## src/hdl/aqf_pkg.sv

```systemverilog
// Shared widths, constants and helpers for the attitude quaternion fusion unit.
package aqf_pkg;

  localparam int WORD_WIDTH = 32;
  localparam int OP_W       = 36;
  localparam int PROD_W     = 2 * OP_W;
  localparam int ACC_W      = PROD_W + 2;
  localparam int SH_W       = 6;

  localparam logic signed [ACC_W-1:0] WORD_MAX  = (ACC_W'(1) <<< (WORD_WIDTH - 1)) - ACC_W'(1);
  localparam logic signed [ACC_W-1:0] WORD_MIN  = -WORD_MAX - ACC_W'(1);
  localparam logic signed [ACC_W-1:0] QTR_Q30   = ACC_W'(1) <<< 29;
  localparam logic signed [ACC_W-1:0] THREE_Q30 = ACC_W'(3) <<< 30;
  localparam logic signed [ACC_W-1:0] Y_CLAMP   = ACC_W'(1) <<< 31;

  localparam logic signed [WORD_WIDTH-1:0] ONE_Q30 = WORD_WIDTH'(1) <<< 30;
  localparam logic [31:0] ROOT_SEED = 32'd19 << 26;

  function automatic logic signed [WORD_WIDTH-1:0] sat_word(input logic signed [ACC_W-1:0] v);
    logic signed [WORD_WIDTH-1:0] r;
    if (v > WORD_MAX) begin
      r = WORD_MAX[WORD_WIDTH-1:0];
    end else if (v < WORD_MIN) begin
      r = WORD_MIN[WORD_WIDTH-1:0];
    end else begin
      r = v[WORD_WIDTH-1:0];
    end
    return r;
  endfunction

endpackage

```

## src/hdl/aqf_mul_unit.sv

```systemverilog
// Shared signed multiply with registered product and right shift, rounded when rnd is set.
module aqf_mul_unit import aqf_pkg::*; (
  input  logic                    clk,
  input  logic signed [OP_W-1:0]  op_a,
  input  logic signed [OP_W-1:0]  op_b,
  input  logic [SH_W-1:0]         shift,
  input  logic                    rnd,
  output logic signed [ACC_W-1:0] term
);

  logic [OP_W-1:0]   mag_a;
  logic [OP_W-1:0]   mag_b;
  logic [PROD_W-1:0] prod;
  logic              neg;
  logic [SH_W-1:0]   shift_r;
  logic              rnd_r;
  logic [PROD_W:0]   rnd_add;
  logic [PROD_W:0]   sum;
  logic [PROD_W:0]   mag;

  assign mag_a = op_a[OP_W-1] ? OP_W'(-op_a) : OP_W'(op_a);
  assign mag_b = op_b[OP_W-1] ? OP_W'(-op_b) : OP_W'(op_b);

  always_ff @(posedge clk) begin
    prod    <= mag_a * mag_b;
    neg     <= op_a[OP_W-1] ^ op_b[OP_W-1];
    shift_r <= shift;
    rnd_r   <= rnd;
  end

  always_comb begin
    rnd_add = '0;
    if (rnd_r && (shift_r != '0)) begin
      rnd_add = (PROD_W + 1)'(1) << (shift_r - SH_W'(1));
    end
    sum  = {1'b0, prod} + rnd_add;
    mag  = sum >> shift_r;
    term = neg ? -ACC_W'(mag) : ACC_W'(mag);
  end

endmodule

```

## config.mk

```make
export PLATFORM = sky130hd
export DESIGN_NAME = aqf_mul_unit
export DESIGN_NICKNAME = d
export VERILOG_FILES = /design/src/hdl/aqf_pkg.sv /design/src/hdl/aqf_mul_unit.sv
export SDC_FILE = /design/constraint.sdc
export NUM_CORES = 2
export LEC_CHECK = 0
export BUFFER_PORTS_ARGS = -buffer_cell sky130_fd_sc_hd__buf_2
export CORE_MARGIN = 2
export CORE_UTILIZATION = 40
export CTS_CLUSTER_DIAMETER = 100
export CTS_CLUSTER_SIZE = 40
export DETAILED_ROUTE_END_ITERATION = 12
export HOLD_SLACK_MARGIN = 0.06
export PLACE_DENSITY_LB_ADDON = 0.15
export SLEW_MARGIN = 5
export SYNTH_ARGS = -nofsm -noshare
export SYNTH_HDL_FRONTEND = slang
export SYNTH_SLANG_ARGS = --single-unit
```

## constraint.sdc

```tcl
create_clock -name clk -period 10.85 [get_ports clk]
set_input_delay 0.5425 -clock clk [delete_from_list [all_inputs] [get_ports clk]]
set_output_delay 0.5425 -clock clk [all_outputs]
set_load 0.01 [all_outputs]
```

---- Yosys cells after proc, flatten, opt, wreduce, memory -nomap -nowiden ----
Index checks and enable logic that the tools add are counted.
operators by class
  add/subtract/negate cells ............... 5
  multiply operators ...................... 1
  shifts and indexed selects .............. 2
  muxes and demuxes ....................... 4
  bitwise operators ....................... 1
  reductions and logical operators ........ 2
operators by type and width
  cell                    count
  $mux W74                1
  $neg A73 Y74            1
  $add A72 B73 Y73        1
  $mux W73                1
  $shl A1 B6 Y73 const A  1
  $shr A73 B6 Y73         1
  $mul A36 B36 Y72        1
  $mux W36                2
  $neg A36 Y36            2
  $reduce_bool A6 Y1      1
  $sub A6 B1 Y6 const B   1
  $logic_and A1 B1 Y1     1
  $xor A1 B1 Y1           1
word-level totals
  register bits after elaboration ......... 80
  input port bits ......................... 80
  output and inout bits ................... 74

---- Longest topological paths before layout ----
  word-level depth ........................ 7
  gate-level depth with buffers ........... 46

---- Worst setup path after synthesis ----
No wires, ideal clock.
  path type ............................... input-to-reg
  start ................................... input op_a[0]
  end ..................................... register prod[71]
  data arrival time ....................... 11.642 ns
  data required time ...................... 10.729 ns
  path slack .............................. -0.913 ns
  stages .................................. 44
  buffers on the path ..................... 4
  cell sequence ........................... clkbuf_1 -> clkinv_1 -> clkbuf_1 -> ha_1 -> nand2_1 -> or4_1 -> or4_1 -> or4_1 -> clkbuf_1 -> o41a_1 -> xor2_1 -> clkbuf_1 -> nand2_1 -> fa_1 -> fa_1 -> inv_1 -> fa_1 -> fa_1 -> [8 not listed] -> ha_1 -> a21o_1 -> a211oi_1 -> o21ai_0 -> a21oi_1 -> o21ai_0 -> a31oi_1 -> o31ai_1 -> o211ai_1 -> nand3_1 -> a31oi_1 -> nor2_1 -> or3_1 -> a31oi_1 -> o21bai_1 -> a21oi_1 -> a21oi_1 -> xnor2_1
on the way
  longest elaborated chain between the ends .. 3
RTL lines
  what                    RTL line            source
  start: declaration      aqf_mul_unit.sv:4   input logic signed [OP_W-1:0] op_a,
  $neg A36 Y36            aqf_mul_unit.sv:21  assign mag_a = op_a[OP_W-1] ? OP_W'(-op_a) : OP_W'(op_a);
  $mux W36 (*)            aqf_mul_unit.sv:21
  $mul A36 B36 Y72 (*)    aqf_mul_unit.sv:25  prod <= mag_a * mag_b;
  end signal: assignment  aqf_mul_unit.sv:25
  end: declaration        aqf_mul_unit.sv:13  logic [PROD_W-1:0] prod;
Every way passes the cells marked *; elsewhere a longest branch is shown, timed or not.

---- Worst setup path after layout ----
  start ................................... input op_b[4]
  end ..................................... register prod[71]
on the way
  longest elaborated chain between the ends .. 3
RTL lines
  what                  RTL line            source
  start: declaration    aqf_mul_unit.sv:5   input logic signed [OP_W-1:0] op_b,
  $neg A36 Y36          aqf_mul_unit.sv:22  assign mag_b = op_b[OP_W-1] ? OP_W'(-op_b) : OP_W'(op_b);
  $mux W36 (*)          aqf_mul_unit.sv:22
  $mul A36 B36 Y72 (*)  aqf_mul_unit.sv:25
Marked as above.

==> flow_summary.yaml <==
floorplan:
  design.core.area_um2: 147000
  rows: 141
  die_w_um: 389
  io_pins: 154
  initial_utilization_pct: 40.2
  die_h_um: 389
  die-area_um2: 151000
setup_path:
  startpoint_type: "input pin"
  cp.arrival_ns: 11.38
  cpMostUsedCell: "fa_1"
  critPathMaxFanout: 3
  critPathBufInv: 8
  crit_family: "adder cells"
  cp.depth: 44
  critPathLaunch: "op_b[4]"
  crit_slowest_cell: "fa_1"
  critPathCaptureType: "flop"
  cp.required_ns: 11.13
  critPathMaxStageDelay_ns: 0.61
  cp-endpoint: "prod[71]"
  critPathKind: "input pin to flop"
final_layout:
  nNetsFinal: 9411
  stdcell_count: 9761
  synthToLayoutAreaGrowth_pct: 15.0
  drive_above_1_share_pct: 15.3
  fin_area_um2: 68100
sta:
  fmax_ghz: 0.0901
  setup_violations: 11
  rsz0062_at_grt: "yes"
  whs_ns: 0.242
  hold_viol: 0
  finalCritPeriodShare_pct: 102
  slew_viol_final: 4
  layout_setup_ws_ns: -0.249
  worst_slew_pin_slew_ns: 1.51
  post-route-min-period_ns: 11.10
  max-slew-margin-rel_pct: -1.53
route:
  drc_errors: 0
  wl_met2_um: 119000
  wl_met1_um: 103000
  wl_per_cell_um: 26.5
  wl_met3_um: 23000
  postRouteAntennaNets: 0
  top_layer: "met5"
  drt_iter0_markers: 6086
  vias: 57140
  firstDrtPassIters: 6
  wl_um: 259000
  vias_per_cell: 5.85
global_route:
  grt_max_degree: 62
  overflow: 0
  grt_pass1_vias: 59028
  grt_pass1_wl_um: 386000
  track_usage_pct: 34.4
  antenna_found_initial: 15
placement:
  io_buffers: 153
  dpl.hpwl_um: 220000
  place_area_um2: 66900
  pre_cts_ws_ns: -1.15
  dp.cells: 9708
  place_congestion: 1.03
synthesis:
  yosys.cell_types.count: 131
  synth_nets: 8986
  ys_seq_elements: 80
  ys_async_sr_fraction_pct: 0
  syn_avg_cell_area_um2: 8.01
  ys.flop_type: "dfxtp_1"
  synth_edf_count: 0
  syn_inst: 7390
  syn_area_um2: 59200
  yosysWarnings: 0
  seq_area_frac_synth_pct: 2.70
cts:
  clock-sinks: 80
  cts_root_buf: "clkbuf_16"
  clk_pin_slew_ns: 0.07
  cts.path.max_buffers: 2
  h-tree-depth: 3
  cts_buffers: 9
  tritoncts: "done"
min_path:
  hold_class: "input pin to flop"
flow_run:
  maxCapViolCount: 1
status:
  violations: "capacitance limit, slew limit, setup timing"
  status: "finished with violations"
## synthesized netlist by cell type (all sizes together), types with 25 or more instances
cell type  instances  area [um2]
xor2             110         963
a211oi            54         445
nor4              39         308
a31oi             42         263
nand3            104         531
and2              58         365
inv             1269        4760
a21o              66         495
mux2i             50         500
dfxtp             80        1600
nand2b            43         269
ha               359        4490
nor2             715        2690
fa              1157       23200
mux2              35         398
nor3             108         568
or3               30         193
and3              25         156
a21oi            255        1360
nand4             70         450
clkbuf           315        1180
a221oi            27         262
o21a              50         377
buf               70         354
o211ai            61         473
nand2           1222        4590
o31ai             53         425
or4               34         255
o22ai             33         206
o21ai            218        1120
xnor2            170        1490
## cell type report
class | instances | area (um2)
Fill cell | 14846 | 79200
Multi-Input combinational cell | 5652 | 52800
Timing Repair Buffer | 799 | 6180
Inverter | 1273 | 4780
Tap cell | 1930 | 2410
Sequential cell | 80 | 1610
Clock buffer | 11 | 243
Clock inverter | 5 | 56.3
Antenna cell | 11 | 27.5
## flip-flops by register name (all words and copies together), names as in the netlist
name / flops
rnd_r: 1
shift_r: 6
prod: 72
neg: 1
## cells in the final DEF, fill, tap and decap left out, drive strengths merged, types with 21 or more instances in the layout
| cell | count |
|---|---|
| or3 | 30 |
| nand4 | 70 |
| a21o | 66 |
| a221oi | 27 |
| mux2i | 50 |
| a211o | 24 |
| o211ai | 61 |
| nor3 | 108 |
| a21oi | 255 |
| or4 | 34 |
| dfxtp | 80 |
| nor4 | 39 |
| ha | 359 |
| buf | 799 |
| nand3 | 104 |
| o21ai | 218 |
| o31ai | 53 |
| nand2 | 1222 |
| mux2 | 35 |
| xor2 | 110 |
| nand2b | 43 |
| fa | 1157 |
| o21a | 50 |
| and2 | 58 |
| a211oi | 54 |
| o2111ai | 21 |
| nor2 | 715 |
| a2111oi | 24 |
| and3 | 25 |
| mux4 | 22 |
| or2 | 24 |
| inv | 1271 |
| xnor2 | 170 |
| a31oi | 42 |
| o22ai | 33 |
| nor2b | 24 |
## how the worst min path moves through the flow
stage	to	cells after the start	startpoint	slack, ns
after floorplan	rnd_r	0	rnd	0.57
after global placement	shift_r[4]	1	shift[4]	0.65
after detailed placement	shift_r[3]	1	shift[3]	0.65
after CTS	shift_r[4]	1	shift[4]	0.23
after global routing	shift_r[4]	1	shift[4]	0.24
final	shift_r[4]	1	shift[4]	0.24
## timing repair
item / CTS / global route
pin swaps: 48 / 46
setup endpoints to repair: 23 / 22
cloned: 0 / 0
setup buffers: 24 / 12
resized for setup: 72 / 84
endpoints found under the hold margin: 0 / 0
hold buffers: 0 / 0
## stage by stage
stage               utilization, %  setup TNS, ns
CTS                           46.0          -2.03
finish                        46.2          -1.59
floorplan                        -       -0.00744
global placement              45.4         -16.31
global route                  46.2          -6.97
detailed placement            45.4         -18.61
## per-layer routing
metal | GRT usage [%] | up-vias
met5 | 0 | -
met4 | 16.3 | 8
met3 | 5.72 | 553
met2 | 55.9 | 2820
met1 | 44.8 | 29077
li1 | - | 24682
## kinds of logic after synthesis
group                    synth area share [%]
AO/OA/AOI/OAI                            14.6
XOR/XNOR                                 4.14
adder cells (fa/ha/maj)                  46.7
buffers and inverters                    10.7
flip-flops                               2.70
multiplexers                             2.35
other                                 0.00633
AND/OR/NAND/NOR                          18.8
Power is not shown: default switching activity piles up to over one toggle a cycle in this logic, so the estimate is an artifact.
